$ cat config.mk
export PLATFORM = sky130hd
export DESIGN_NAME = stall_detect_homing_tracker_core
export DESIGN_NICKNAME = d
export VERILOG_FILES = /design/src/rtl/sdht_pkg.sv /design/src/rtl/stall_detect_homing_tracker_core.sv /design/src/rtl/sdht_ram.sv /design/src/rtl/sdht_csr.sv
export SDC_FILE = /design/constraint.sdc
export NUM_CORES = 1
export LEC_CHECK = 0
export ABC_AREA = 1
export BUFFER_PORTS_ARGS = -buffer_cell sky130_fd_sc_hd__buf_4
export CAP_MARGIN = 0
export CORE_MARGIN = 5
export CORE_UTILIZATION = 45
export DETAILED_ROUTE_END_ITERATION = 10
export SYNTH_ARGS = -nofsm -noshare
export SYNTH_HDL_FRONTEND = slang
export SYNTH_SLANG_ARGS = --single-unit
$ cat constraint.sdc
create_clock -name clock -period 9.3 [get_ports clock]
set_clock_uncertainty 0.05 [all_clocks]
set_input_delay 1.86 -clock clock [delete_from_list [all_inputs] [get_ports clock]]
set_output_delay 1.86 -clock clock [all_outputs]
set_load 0.005 [all_outputs]
$ cat src/rtl/sdht_pkg.sv
package sdht_pkg;

   localparam int AXES_DEFAULT = 3;

   localparam int ADDR_WIDTH = 3;
   localparam int DATA_WIDTH = 32;
   localparam int POS_WIDTH = 32;

   // Function codes of an input item.
   localparam logic [1:0] FUNC_SAMPLE  = 2'd0;
   localparam logic [1:0] FUNC_ENTER   = 2'd1;
   localparam logic [1:0] FUNC_EXIT    = 2'd2;
   localparam logic [1:0] FUNC_RESTART = 2'd3;

   // Register indexes, taken from address bit 2.
   localparam logic REG_STEP_TIME_LIMIT = 1'b0;
   localparam logic REG_MIN_TRAVEL      = 1'b1;

   localparam logic [15:0] STEP_TIME_LIMIT_RESET = 16'd430;
   localparam logic [19:0] MIN_TRAVEL_RESET      = 20'd128;

   localparam logic [31:0] LOAD_MASK      = 32'h0000_03ff;
   localparam logic [19:0] STEP_HIGH_BITS = 20'hf_0000;
   localparam logic [15:0] STEP_SATURATED = 16'hffff;

   typedef struct packed {
      logic [1:0]         func;
      logic [1:0]         axis;
      logic signed [31:0] position;
      logic [19:0]        step_time_raw;
      logic [31:0]        status_word;
   } req_type;

   typedef struct packed {
      logic [2:0] stalled_flags;
      logic [2:0] homing_mask;
      logic       homing_active;
      logic       new_stall;
   } rsp_type;

   typedef struct packed {
      logic [15:0] step_time_limit;
      logic [19:0] min_travel;
   } cfg_type;

endpackage

$ cat src/rtl/stall_detect_homing_tracker_core.sv
// An accepted item passes through the execute stage and then the result register, whose
// output is held until the result side takes it.
// Throughput: one item per cycle while results are taken; the start-position RAM is
// read when an item enters and written back when it commits, with a one-entry
// forward path covering a read that meets a write to the same axis.
// Reset clears all stall and armed bits and marks every start position as zero;
// the registers return to 430 and 128. No clearing pass is needed.
module stall_detect_homing_tracker_core #(
   parameter int AXES = sdht_pkg::AXES_DEFAULT
) (
   input  logic                             clock,
   input  logic                             reset,
   input  logic                             req_valid,
   output logic                             req_ready,
   input  sdht_pkg::req_type                req_payload,
   output logic                             rsp_valid,
   input  logic                             rsp_ready,
   output sdht_pkg::rsp_type                rsp_payload,
   input  logic                             csr_psel,
   input  logic                             csr_penable,
   input  logic                             csr_pwrite,
   input  logic [sdht_pkg::ADDR_WIDTH-1:0]  csr_paddr,
   input  logic [sdht_pkg::DATA_WIDTH-1:0]  csr_pwdata,
   output logic [sdht_pkg::DATA_WIDTH-1:0]  csr_prdata,
   output logic                             csr_pready
);

   localparam int AW = (AXES > 1) ? $clog2(AXES) : 1;
   localparam int PW = (AXES > 3) ? AXES : 3;
   localparam int PWIDTH = sdht_pkg::POS_WIDTH;

   sdht_pkg::cfg_type cfg;

   // Execute stage, holding the item whose start position is being read.
   logic              s1_valid_ff, s1_valid_in;
   sdht_pkg::req_type s1_item_ff;

   logic [AXES-1:0]   stall_ff, stall_in;
   logic [AXES-1:0]   armed_ff, armed_in;
   logic [AXES-1:0]   written_ff, written_in;

   logic              fwd_valid_ff, fwd_valid_in;
   logic [AW-1:0]     fwd_addr_ff;
   logic [PWIDTH-1:0] fwd_data_ff;

   logic              rsp_valid_ff, rsp_valid_in;
   sdht_pkg::rsp_type rsp_data_ff, rsp_data_in;

   logic              accept;
   logic              commit;
   logic [AW-1:0]     s1_addr;
   logic              axis_ok;
   logic [PWIDTH-1:0] ram_rdata;
   logic [PWIDTH-1:0] start_pos;
   logic [PWIDTH-1:0] diff;
   logic [PWIDTH-1:0] travel;
   logic [15:0]       step_time;
   logic              load_zero;
   logic              cond_met;
   logic              hit;
   logic              wr_en;
   logic [PW-1:0]     stall_pad;
   logic [PW-1:0]     armed_pad;

   sdht_csr u_csr (
      .clock       (clock),
      .reset       (reset),
      .csr_psel    (csr_psel),
      .csr_penable (csr_penable),
      .csr_pwrite  (csr_pwrite),
      .csr_paddr   (csr_paddr),
      .csr_pwdata  (csr_pwdata),
      .csr_prdata  (csr_prdata),
      .csr_pready  (csr_pready),
      .cfg         (cfg)
   );

   assign commit = s1_valid_ff && (!rsp_valid_ff || rsp_ready);
   assign req_ready = !s1_valid_ff || commit;
   assign accept = req_valid && req_ready;

   assign s1_addr = AW'(s1_item_ff.axis);
   assign axis_ok = {30'd0, s1_item_ff.axis} < 32'(AXES);

   sdht_ram #(
      .WIDTH (PWIDTH),
      .DEPTH (AXES)
   ) u_start_ram (
      .clock   (clock),
      .wr_en   (wr_en),
      .wr_addr (s1_addr),
      .wr_data (s1_item_ff.position),
      .rd_en   (accept),
      .rd_addr (AW'(req_payload.axis)),
      .rd_data (ram_rdata)
   );

   // The forward register always holds the latest value written to its axis,
   // so it also covers a read taken at the same edge as that write.
   always_comb begin
      if (fwd_valid_ff && fwd_addr_ff == s1_addr) begin
         start_pos = fwd_data_ff;
      end else if (written_ff[s1_addr]) begin
         start_pos = ram_rdata;
      end else begin
         start_pos = '0;
      end
   end

   assign diff = s1_item_ff.position - start_pos;
   assign travel = diff[PWIDTH-1] ? (~diff + 32'd1) : diff;
   assign step_time = ((s1_item_ff.step_time_raw & sdht_pkg::STEP_HIGH_BITS) != 20'd0)
                      ? sdht_pkg::STEP_SATURATED : s1_item_ff.step_time_raw[15:0];
   assign load_zero = (s1_item_ff.status_word & sdht_pkg::LOAD_MASK) == 32'd0;
   assign cond_met = (step_time < cfg.step_time_limit) &&
                     (travel > {12'd0, cfg.min_travel}) && load_zero;

   always_comb begin
      stall_in = stall_ff;
      armed_in = armed_ff;
      written_in = written_ff;
      hit = 1'b0;
      wr_en = 1'b0;
      if (commit) begin
         case (s1_item_ff.func)
            sdht_pkg::FUNC_SAMPLE: begin
               if (axis_ok && armed_ff[s1_addr] && !stall_ff[s1_addr] && cond_met) begin
                  stall_in[s1_addr] = 1'b1;
                  hit = 1'b1;
               end
            end
            sdht_pkg::FUNC_ENTER, sdht_pkg::FUNC_RESTART: begin
               if (axis_ok) begin
                  wr_en = 1'b1;
                  written_in[s1_addr] = 1'b1;
                  stall_in[s1_addr] = 1'b0;
                  if (s1_item_ff.func == sdht_pkg::FUNC_ENTER) begin
                     armed_in[s1_addr] = 1'b1;
                  end
               end
            end
            sdht_pkg::FUNC_EXIT: begin
               if (armed_ff != '0) begin
                  stall_in = '0;
                  armed_in = '0;
               end
            end
            default: begin
               stall_in = stall_ff;
            end
         endcase
      end
   end

   assign stall_pad = PW'(stall_in);
   assign armed_pad = PW'(armed_in);

   always_comb begin
      rsp_data_in = rsp_data_ff;
      rsp_valid_in = rsp_valid_ff && !rsp_ready;
      if (commit) begin
         rsp_valid_in = 1'b1;
         rsp_data_in.stalled_flags = stall_pad[2:0];
         rsp_data_in.homing_mask = armed_pad[2:0];
         rsp_data_in.homing_active = armed_in != '0;
         rsp_data_in.new_stall = hit;
      end
   end

   assign s1_valid_in = accept || (s1_valid_ff && !commit);
   assign fwd_valid_in = fwd_valid_ff || wr_en;

   always_ff @(posedge clock) begin
      if (reset) begin
         s1_valid_ff <= 1'b0;
         stall_ff <= '0;
         armed_ff <= '0;
         written_ff <= '0;
         fwd_valid_ff <= 1'b0;
         rsp_valid_ff <= 1'b0;
      end else begin
         s1_valid_ff <= s1_valid_in;
         stall_ff <= stall_in;
         armed_ff <= armed_in;
         written_ff <= written_in;
         fwd_valid_ff <= fwd_valid_in;
         rsp_valid_ff <= rsp_valid_in;
      end
   end

   always_ff @(posedge clock) begin
      if (accept) begin
         s1_item_ff <= req_payload;
      end
      if (wr_en) begin
         fwd_addr_ff <= s1_addr;
         fwd_data_ff <= s1_item_ff.position;
      end
      rsp_data_ff <= rsp_data_in;
   end

   assign rsp_valid = rsp_valid_ff;
   assign rsp_payload = rsp_data_ff;

   // A stalled axis is always an armed axis.
   assert property (@(posedge clock) disable iff (reset)
      (stall_ff & ~armed_ff) == '0)
      else $error("stall bit set on an unarmed axis");

   // A latched stall shows up in the state after the commit.
   assert property (@(posedge clock) disable iff (reset)
      commit && hit |=> stall_ff != '0)
      else $error("new stall not recorded");

   assert property (@(posedge clock) disable iff (reset)
      commit |=> rsp_valid_ff && rsp_data_ff.homing_active == (armed_ff != '0))
      else $error("result homing_active disagrees with the armed bits");

   // A full execute stage facing a blocked result register takes no item.
   assert property (@(posedge clock) disable iff (reset)
      s1_valid_ff && rsp_valid_ff && !rsp_ready |-> !req_ready && !commit)
      else $error("item taken while the pipeline is blocked");

endmodule

$ cat src/rtl/sdht_ram.sv
module sdht_ram #(
   parameter int WIDTH = 32,
   parameter int DEPTH = 3
) (
   input  logic                                   clock,
   input  logic                                   wr_en,
   input  logic [(DEPTH > 1 ? $clog2(DEPTH) : 1)-1:0] wr_addr,
   input  logic [WIDTH-1:0]                       wr_data,
   input  logic                                   rd_en,
   input  logic [(DEPTH > 1 ? $clog2(DEPTH) : 1)-1:0] rd_addr,
   output logic [WIDTH-1:0]                       rd_data
);

   logic [WIDTH-1:0] mem_ff [DEPTH];
   logic [WIDTH-1:0] rd_data_ff;

   always_ff @(posedge clock) begin
      if (wr_en) begin
         mem_ff[wr_addr] <= wr_data;
      end
      if (rd_en) begin
         rd_data_ff <= mem_ff[rd_addr];
      end
   end

   assign rd_data = rd_data_ff;

endmodule

$ cat src/rtl/sdht_csr.sv
module sdht_csr (
   input  logic                                  clock,
   input  logic                                  reset,
   input  logic                                  csr_psel,
   input  logic                                  csr_penable,
   input  logic                                  csr_pwrite,
   input  logic [sdht_pkg::ADDR_WIDTH-1:0]       csr_paddr,
   input  logic [sdht_pkg::DATA_WIDTH-1:0]       csr_pwdata,
   output logic [sdht_pkg::DATA_WIDTH-1:0]       csr_prdata,
   output logic                                  csr_pready,
   output sdht_pkg::cfg_type                     cfg
);

   sdht_pkg::cfg_type cfg_ff;
   sdht_pkg::cfg_type cfg_in;
   logic              write_en;

   assign csr_pready = 1'b1;
   assign write_en = csr_psel && csr_penable && csr_pwrite && csr_pready;

   always_comb begin
      cfg_in = cfg_ff;
      if (write_en) begin
         case (csr_paddr[2])
            sdht_pkg::REG_STEP_TIME_LIMIT: cfg_in.step_time_limit = csr_pwdata[15:0];
            sdht_pkg::REG_MIN_TRAVEL:      cfg_in.min_travel = csr_pwdata[19:0];
            default:                       cfg_in = cfg_ff;
         endcase
      end
   end

   always_comb begin
      case (csr_paddr[2])
         sdht_pkg::REG_STEP_TIME_LIMIT: csr_prdata = {16'd0, cfg_ff.step_time_limit};
         sdht_pkg::REG_MIN_TRAVEL:      csr_prdata = {12'd0, cfg_ff.min_travel};
         default:                       csr_prdata = '0;
      endcase
   end

   always_ff @(posedge clock) begin
      if (reset) begin
         cfg_ff.step_time_limit <= sdht_pkg::STEP_TIME_LIMIT_RESET;
         cfg_ff.min_travel <= sdht_pkg::MIN_TRAVEL_RESET;
      end else begin
         cfg_ff <= cfg_in;
      end
   end

   assign cfg = cfg_ff;

endmodule

==> results.yml, run 1 <==
route:
  viasPerCell: 4.96
  wl_per_cell_um: 15.3
  drc: 0
  drt_first_iter_violations: 597
  ant_nets: 0
  route.vias.total: 11423
  wl_um: 35400
  dr.pass1.iters: 6
synth:
  synth_cells: 1716
  synth.area.mux_share: 0
  synth.avg_cell_area_sq_um: 8.75
  synth_cell_type_count: 43
  synthTopCellsByArea: "edfxtp_1, nand2_1, dfxtp_1, ha_1, inv_1"
  synth_xor_area_frac: 0.0117
  synth_top_cell_by_area: "edfxtp_1"
  synthAdderAreaFrac: 0.0571
  synth_top_area_share: 0.472
  ys_seq_area_frac: 0.536
  synth_compound_area_frac: 0.0906
  syn_area_sq_um: 15000
  synth_warnings: 0
  synth_enable_flop_cells: 236
  synth_common_cells: "nand2_1, edfxtp_1, inv_1"
  ys_seq_elements: 284
  synth_simple_gate_area_frac: 0.229
  synth.most_common_cell: "nand2_1"
  synthFlopType: "edfxtp_1"
  synth_top_family_by_area: "simple AND/OR/NAND/NOR gates"
  async_flop_share: 0
global_routing:
  first_global_vias: 11227
  antenna_found_initial: 0
  grt.overflow.total: 0
  grt_usage: 0.189
  grt_max_degree: 59
  grt_pass1_wl_um: 56700
floorplan:
  core-area_sq_um: 33300
  die-area_sq_um: 37100
  fp-row-count: 67
  die_h_um: 193
  floorplan.initialDensity: 0.451
  die_w_um: 193
  ioPinCount: 173
hold_path:
  hold_path_depth: 2
  min_from: "fwd_valid_ff$_SDFF_PP0_"
  whs_endpoint: "fwd_valid_ff$_SDFF_PP0_"
  hp-class: "reg2reg"
timing:
  setup_ws_ns: 2.96
  setup_viol: 0
  final_max_slew_viol_count: 0
  hold_viol: 0
  min_period_ns: 6.34
  finalCritPeriodShare: 0.682
  max_freq_mhz: 158
  slew_headroom: 0.416
  rsz0062_at_grt: "false"
  tightest_slew_ns: 0.871
  tns_ns: 0
setup_path:
  critPathArrivalTime_ns: 6.60
  critPathCaptureType: "flop"
  worst-path-buf-inv: 6
  reg2reg_from: "s1_addr[0]$_DFFE_PP_"
  path_max_fanout: 47
  critical_path.top_delay_family: "simple AND/OR/NAND/NOR gates"
  r2r_cells: 40
  rrSetupSlack_ns: 2.96
  path_common_cell: "nand2_1"
  slowest_stage: "edfxtp_1"
  rr_endpoint: "rsp_payload[7]$_DFFE_PP_"
  critical_path_required_ns: 9.56
  critPathKind: "reg2reg"
  cp-start-kind: "flop"
  cp_slowest_stage_delay_ns: 0.52
cts:
  clock_latency_ns: 0.56
  cts_made_buffers: 31
  hold_buffers: 0
  clk_pin_slew_ns: 0.06
  cts.sink_count: 284
  clockBufferDepth: 3
  cts_resized: 0
  htreeDepth: 1
  post_cts_buffers: 0
  cts_tree: "built"
  cts_root_buf: "clkbuf_16"
final_layout:
  n_antenna_cell: 0
  final_nets: 2033
  area_delta_synth_final_pct: 15.3
  drive_gt1_frac: 0.141
  fillers: 3109
power_and_ir_drop:
  leakage_nw: 7.53
  p_per_area_nw_per_um2: 177
  peakVddDrop_uv: 148
place:
  hpwl_um: 25900
  portBuffers: 123
  place_congestion: 0.900
  pre_cts_ws_ns: 2.91
run:
  drv_cap: 0
run_status:
  status: "completed"
-- placed cells by master (no fill, tap or decap), types with 3 or more instances in the layout --
cell type	count
o21ai_0	91
nor2_2	14
nand2_1	471
a21oi_1	149
inv_1	212
nand4_1	12
nor3_1	13
nand2_2	21
clkinv_1	6
nand3_1	91
edfxtp_1	236
inv_2	12
nand3b_1	5
a211oi_1	3
nor2_1	130
o22ai_1	4
buf_4	132
and2_1	3
o211ai_1	4
conb_1	13
clkbuf_1	3
or2_2	15
o21ai_1	3
ha_1	67
nor2_4	4
clkbuf_8	4
xor2_1	16
nand2_4	4
clkinv_4	3
nand3_2	8
clkbuf_16	33
xnor2_1	4
dfxtp_1	48
-- state kept, by name, summed over array words and instances (netlist names) --
register             cells
armed_ff                 3
fwd_addr_ff              2
fwd_data_ff             32
fwd_valid_ff             1
rsp_payload              8
rsp_valid                1
s1_addr                  2
s1_item_ff              64
s1_valid_ff              1
stall_ff                 3
u_csr.cfg               36
u_start_ram.mem_ff      96
u_start_ram.rd_data     32
written_ff               3
-- report_power, final --
part,switching (mW),internal [mW]
clock,0.479,0.674
sequential,0.0221,1.43
combinational,0.297,0.166
-- routing by layer --
layer / GRT usage / vias to the layer above / routed length (um)
met3: 0.0215 / 40 / 1560
li1: - / 5882 / -
met2: 0.345 / 222 / 17600
met1: 0.242 / 5279 / 15600
met4: 0.0420 / 0 / 653
met5: 0 / - / 0
-- worst reg2reg max path, delay by kind of cell, from the launching register on --
kind	cells	cell delay [ns]
xor+xnor	1	0.22
simple gates	23	2.81
flops	1	0.52
compound gates	8	0.98
buf+inv	6	0.79
fa+ha+maj	2	0.72
-- how the worst max path moves through the flow --
stage | startpoint | end | slack, ns | cells after the start
2_1_floorplan | s1_addr[0]$_DFFE_PP_ | rsp_payload[7]$_DFFE_PP_ | 4.23 | 43
3_3_place_gp | s1_addr[0]$_DFFE_PP_ | rsp_payload[6]$_DFFE_PP_ | 3.06 | 40
3_5_place_dp | s1_addr[0]$_DFFE_PP_ | rsp_payload[7]$_DFFE_PP_ | 2.91 | 40
4_1_cts | s1_addr[0]$_DFFE_PP_ | rsp_payload[7]$_DFFE_PP_ | 2.88 | 40
5_1_grt | s1_addr[0]$_DFFE_PP_ | rsp_payload[6]$_DFFE_PP_ | 2.31 | 40
6_report | s1_addr[0]$_DFFE_PP_ | rsp_payload[7]$_DFFE_PP_ | 2.96 | 40
-- cell type report --
type,instances,area (sq um),share of cell area
flip-flops and latches,284,8050,0.465
multi-input cells,1159,5890,0.340
repair buffers,132,991,0.0572
clock buffers,41,897,0.0518
inverters,227,855,0.0493
well taps,448,561,0.0324
clock inverters,13,81.3,0.00470
-- per-stage QoR --
step / cell area [sq um] / hold slack [ns] / total power [mW] / instances / utilization
CTS: 17300 / 0.410 / 3.11 / 2304 / 0.520
finish: 17300 / 0.408 / 3.07 / 2304 / 0.520
detailed placement: 16300 / 0.401 / 1.94 / 2250 / 0.491
global route: 17300 / 0.444 / 3.23 / 2304 / 0.520
global placement: 16300 / 0.400 / 1.93 / 2250 / 0.491
floorplan: 15100 / 0.371 / 1.80 / 1727 / -
-- cells by family (layout without fill, tap and decap cells) --
family	after synthesis	count (layout)
and+or+nand+nor	796	796
DFF	284	284
buffers and inverters	284	413
AOI/OAI and AO/OA	262	262
adders and majority gates	68	68
xor gates and xnor gates	20	20
other	2	13
No activity file was read; power rests on OpenSTA's default activity.
==> run 2: changes to the inputs <==
- ABC_AREA: 1 -> 0
- PLACE_DENSITY: not set -> 0.67
- clock period: 9.3 -> 5.4 ns (I/O delays scaled with it)
==> run 2 against run 1 <==
  * Clock power rose by 78%
  * Core utilization is 6.8 points higher
  * Sequential power rose by 72%
  * Via count down 6.4%
  * Largest cell class unchanged
  * Sequential share of layout area is 3.0 points lower
  * The run now ends with setup timing left
  * Final cell count decreased by 12%
  * Synthesized cell count down 25%
==> results.yml, run 2 <==
floorplan:
  floorplan.initialDensity: 0.455
  die-area_sq_um: 35500
  core-area_sq_um: 31500
  die_h_um: 188
  ioPinCount: 173
  die_w_um: 188
  fp-row-count: 65
place:
  hpwl_um: 23200
  placed_area_sq_um: 16900
  portBuffers: 123
  place_congestion: 0.877
  numPlacedInstances: 1932
cts:
  hold_buffers: 0
  clock_latency_ns: 0.57
  cts_made_buffers: 30
  cts.sink_count: 284
  clockBufferDepth: 3
  cts_tree: "built"
  htreeDepth: 1
  cts_root_buf: "clkbuf_16"
  clk_pin_slew_ns: 0.06
power_and_ir_drop:
  p_sw_frac: 0.245
  p_seq_frac: 0.454
  p_comb_frac: 0.172
  p_per_area_nw_per_um2: 296
  p_sw_mw: 1.35
  leakage_nw: 7.10
  peakVddDrop_uv: 243
  power_frac_clock: 0.373
  p_int_mw: 4.14
route:
  ant_nets: 0
  route.vias.total: 10693
  wl_per_cell_um: 16.3
  viasPerCell: 5.30
  dr.pass1.iters: 7
  drc: 0
  drt_first_iter_violations: 624
  wl_um: 32900
synth:
  synth_top_cell_by_area: "edfxtp_1"
  synth_enable_flop_cells: 236
  synth_cell_type_count: 83
  synthFlopType: "edfxtp_1"
  synth_warnings: 0
  ys_seq_area_frac: 0.561
  synth.most_common_cell: "edfxtp_1"
  synth_cells: 1280
  ys_seq_elements: 284
  syn_area_sq_um: 14300
  synth_common_cells: "edfxtp_1, nand2_1, a21oi_1"
  synth_top_area_share: 0.494
  synth.avg_cell_area_sq_um: 11.2
  synthTopCellsByArea: "edfxtp_1, dfxtp_1, ha_1, nand2_1, a21oi_1"
  async_flop_share: 0
global_routing:
  first_global_vias: 10532
  grt.overflow.total: 0
  grt_pass1_wl_um: 52800
  grt_max_degree: 67
  antenna_found_initial: 0
  grt_usage: 0.178
timing:
  tns_ns: -2.73
  setup_ws_ns: -0.440
  finalCritPeriodShare: 1.08
  final_max_slew_viol_count: 0
  tightest_slew_ns: 1.21
  hold_viol: 0
  setup_viol: 7
  slew_headroom: 0.192
  rsz0062_at_grt: "true"
  min_period_ns: 5.84
  max_freq_mhz: 171
final_layout:
  largest_reg_flops: 96
  layoutNonFillerInstCount: 2017
  layout_commonest_cell: "buf_4"
  most-common-layout-cells: "buf_4, edfxtp_1, nand2_1, a21oi_1, o21ai_0"
  postLayoutCellArea_sq_um: 18500
  drive_gt1_frac: 0.289
  final_util: 0.588
  regMostFlops: "u_start_ram.mem_ff"
  area_delta_synth_final_pct: 29.1
  n_antenna_cell: 0
  final_nets: 1790
hold_path:
  hold_path_depth: 2
  hp-class: "reg2reg"
setup_path:
  slowest_stage: "edfxtp_1"
  cp_slowest_stage_delay_ns: 0.48
  cp-start-kind: "flop"
  worst-path-buf-inv: 2
  critPathArrivalTime_ns: 6.09
  r2r_cells: 24
  crit_chain: "xnor2_2 > and3_4 > a21oi_4 > buf_12 > a22o_1 > ha_2 > fa_2 > and2b_4 > o2111ai_4 > a21bo_2 > o211a_1 > nand3b_1 > a211oi_4 > buf_6 > a21oi_2 > xor2_1 > ha_1 > nand3_1 > or3_4 > o41a_1 > a221oi_2 > o211ai_2 > o31ai_2 > nand3_1"
  critPathKind: "reg2reg"
  critical_path.top_delay_family: "compound AO/OA/AOI/OAI gates"
  critPathCaptureType: "flop"
  critical_path_required_ns: 5.65
  path_common_cell: "nand3_1"
  path_max_fanout: 8
  path_depth: 24
run:
  drv_cap: 0
run_status:
  violations: "setup timing"
  status: "finished with violations"
[run 2: what timing repair did]
action | 4_1_cts | 5_1_grt
buffers inserted | 15 | 14
pin swaps | 16 | 44
gates cloned | 1 | 2
endpoints found under the setup margin | 7 | 7
resized for setup | 25 | 43
[run 2: area by class of cell]
type                            instances  area, sq um
Clock inverter                         19          220
Multi-Input combinational cell        883         6130
Timing Repair Buffer                  337         2610
Sequential cell                       284         8050
Fill cell                            2553        13000
Clock buffer                           36          783
Tap cell                              402          503
Inverter                               56          210
[run 2: cells by family (layout without fill, tap and decap cells)]
kind of cell	Yosys count	count (layout)	synth area share
simple gates	377	377	0.127
compound gates	345	345	0.158
flops	284	284	0.561
buf+inv	124	448	0.0387
fa+ha+maj	68	68	0.0599
xor+xnor	43	43	0.0281
mux	37	37	0.0260
other cells	2	13	0.000524
[run 2: worst reg2reg max path, cell delays in order (launching register included)]
cell,delay (ns)
edfxtp_1,0.48
xnor2_2,0.21
and3_4,0.25
a21oi_4,0.05
buf_12,0.15
a22o_1,0.19
ha_2,0.19
fa_2,0.36
and2b_4,0.28
o2111ai_4,0.12
a21bo_2,0.25
o211a_1,0.13
nand3b_1,0.25
a211oi_4,0.31
buf_6,0.15
a21oi_2,0.05
xor2_1,0.15
ha_1,0.32
nand3_1,0.09
or3_4,0.41
o41a_1,0.38
a221oi_2,0.22
o211ai_2,0.20
o31ai_2,0.27
nand3_1,0.10
[run 2: through the flow]
step | worst slack (ns) | hold slack (ns) | total power [mW]
3_5_place_dp | -0.507 | 0.398 | 3.41
3_3_place_gp | -0.403 | 0.392 | 3.38
6_report | -0.440 | 0.402 | 5.48
5_1_grt | -0.746 | 0.421 | 5.75
2_1_floorplan | -0.223 | 0.383 | 3.06
4_1_cts | -0.416 | 0.406 | 5.48
[run 2: final timing paths]
| path | start | end | slack (ns) |
|---|---|---|---|
| min reg2reg | u_csr.cfg[24]$_SDFFE_PP0P_ | u_csr.cfg[24]$_SDFFE_PP0P_ | 0.40 |
| min | u_csr.cfg[24]$_SDFFE_PP0P_ | u_csr.cfg[24]$_SDFFE_PP0P_ | 0.40 |
| max | s1_addr[0]$_DFFE_PP_ | rsp_payload[6]$_DFFE_PP_ | -0.44 |
| max reg2reg | s1_addr[0]$_DFFE_PP_ | rsp_payload[6]$_DFFE_PP_ | -0.44 |
[run 2: power groups by stage]
stage          registers [mW]  clock network, mW  logic [mW]
2_1_floorplan            2.53                  0       0.536
4_1_cts                  2.49               2.10       0.896
6_report                 2.49               2.05       0.944
5_1_grt                  2.50               2.20        1.05
3_5_place_dp             2.54                  0       0.870
3_3_place_gp             2.53                  0       0.850
[run 2: layer usage]
layer,GRT usage,routed length [um],vias to the layer above
li1,-,-,5353
met1,0.252,15400,5001
met2,0.284,14600,282
met3,0.0291,1960,57
met4,0.0496,938,0
met5,0,0,-
==> run 3: changes to the inputs <==
- CELL_PAD_IN_SITES_DETAIL_PLACEMENT: not set -> 0
- CELL_PAD_IN_SITES_GLOBAL_PLACEMENT: not set -> 2
- CORE_UTILIZATION: 45 -> 35
- PLACE_DENSITY: 0.67 -> not set
- PLACE_DENSITY_LB_ADDON: not set -> 0.1
- SLEW_MARGIN: not set -> 20
==> run 3 against run 2 <==
  * The flow still finishes with violations (setup timing)
  * Die area up 27%
  * Clock-buffer cell count down 4
  * Non-clock buffer count down 8
  * Register-to-register slack about the same
  * Critical endpoint is now rsp_payload[5]$_DFFE_PP_
  * Critical path type unchanged
  * Combinational power up 1%
==> results.yml, run 3 (synthesized netlist as in run 2, its figures left out) <==
run_status:
  status: "finished with violations"
  violations: "setup timing"
timing:
  rsz0062_at_grt: "true"
  finalCritPeriodShare: 1.08
  setup_ws_ns: -0.426
  whs_ns: 0.404
  slew_headroom: 0.276
  min_period_ns: 5.83
  final_max_slew_viol_count: 0
  hold_viol: 0
  max_freq_mhz: 172
  tightest_slew_ns: 1.09
  setup_viol: 7
floorplan:
  core-area_sq_um: 40600
  ioPinCount: 173
  die_w_um: 212
  die_h_um: 212
  die-area_sq_um: 45100
  floorplan.initialDensity: 0.353
  fp-row-count: 74
run:
  drv_cap: 0
setup_path:
  worst-path-buf-inv: 5
  cp_slowest_stage_delay_ns: 0.46
  critical_path.top_delay_family: "compound AO/OA/AOI/OAI gates"
  critPathCaptureType: "flop"
  slowest_stage: "edfxtp_1"
  path_max_fanout: 8
  critical_path_required_ns: 5.66
  cp-start-kind: "flop"
  critPathKind: "reg2reg"
  critPathArrivalTime_ns: 6.08
place:
  numPlacedInstances: 2070
  hpwl_um: 27000
  pre_cts_ws_ns: -0.573
  place_congestion: 0.836
  portBuffers: 123
power_and_ir_drop:
  leakage_nw: 7.10
  p_per_area_nw_per_um2: 301
  peakVddDrop_uv: 258
route:
  wl_um: 36500
  dr.pass1.iters: 5
  drt_first_iter_violations: 459
  wl_per_cell_um: 17.1
  ant_nets: 0
  drc: 0
  route.vias.total: 10455
  viasPerCell: 4.89
hold_path:
  hp-class: "reg2reg"
global_routing:
  antenna_found_initial: 0
  first_global_vias: 10289
  grt_usage: 0.158
  grt_pass1_wl_um: 57400
  grt_max_degree: 66
  grt.overflow.total: 0
cts:
  cts_tree: "built"
  cts.sink_count: 284
  cts_root_buf: "clkbuf_16"
  clk_pin_slew_ns: 0.06
  clockBufferDepth: 3
  cts_made_buffers: 31
  clock_latency_ns: 0.57
  htreeDepth: 1
final_layout:
  largest_reg_flops: 96
  regMostFlops: "u_start_ram.mem_ff"
  final_util: 0.460
  most-common-layout-cells: "buf_4, edfxtp_1, nand2_1, a21oi_1, o21ai_0"
  drive_gt1_frac: 0.291
  area_delta_synth_final_pct: 30.5
  fillers: 3783
  layout_commonest_cell: "buf_4"
  final_nets: 1783
  layoutNonFillerInstCount: 2140
  n_antenna_cell: 0
==> run 3: timing repair <==
item	4_1_cts	5_1_grt
hold buffers	0	0
pin swaps	10	30
buffers inserted	3	11
endpoints found under the hold margin	0	0
endpoints found under the setup margin	7	7
cloned	1	0
resized for setup	20	42
==> run 3: per-layer routing <==
| metal | global-route usage | share of wire | routed length [um] | vias up |
|---|---|---|---|---|
| li1 | - | - | - | 5358 |
| met1 | 0.228 | 0.48 | 17600 | 4901 |
| met5 | 0 | 0 | 0 | - |
| met4 | 0.0373 | 0.018 | 640 | 0 |
| met2 | 0.257 | 0.46 | 16900 | 162 |
| met3 | 0.0190 | 0.037 | 1360 | 34 |
==> run 3: area by class of cell <==
cell class	instances	area [sq um]	share of cell area
multi-input combinational	883	6120	0.327
clock inverter	24	289	0.0155
timing repair buffer	329	2590	0.139
sequential	284	8050	0.430
tap	532	666	0.0356
inverter	56	210	0.0112
clock buffer	32	779	0.0417
==> run 3: worst min-delay path: cells and delay by family, from the launching register on <==
kind            cells  cell delay (ns)
flops               1             0.31
simple gates        1             0.05
compound gates      1             0.05
==> run 3: worst paths after layout <==
check                             start                          to  slack [ns]  depth (start not counted)
max                s1_addr[1]$_DFFE_PP_    rsp_payload[5]$_DFFE_PP_       -0.43                         25
min          u_csr.cfg[33]$_SDFFE_PP0P_  u_csr.cfg[33]$_SDFFE_PP0P_        0.40                          2
max reg2reg        s1_addr[1]$_DFFE_PP_    rsp_payload[5]$_DFFE_PP_       -0.43                         25
min reg2reg  u_csr.cfg[33]$_SDFFE_PP0P_  u_csr.cfg[33]$_SDFFE_PP0P_        0.40                          2
==> run 3: power by group <==
part | internal, mW | switching [mW]
Sequential | 2.45 | 0.0379
Clock | 1.30 | 0.888
Combinational | 0.460 | 0.496
==> run 3: through the flow <==
stage / TNS [ns] / area, sq um / total power [mW]
after floorplan: -1.10 / 14500 / 3.06
after global placement: -2.99 / 17200 / 3.44
after detailed placement: -3.41 / 17200 / 3.45
after CTS: -2.94 / 18400 / 5.68
after global routing: -4.07 / 18700 / 5.92
final: -2.29 / 18700 / 5.63
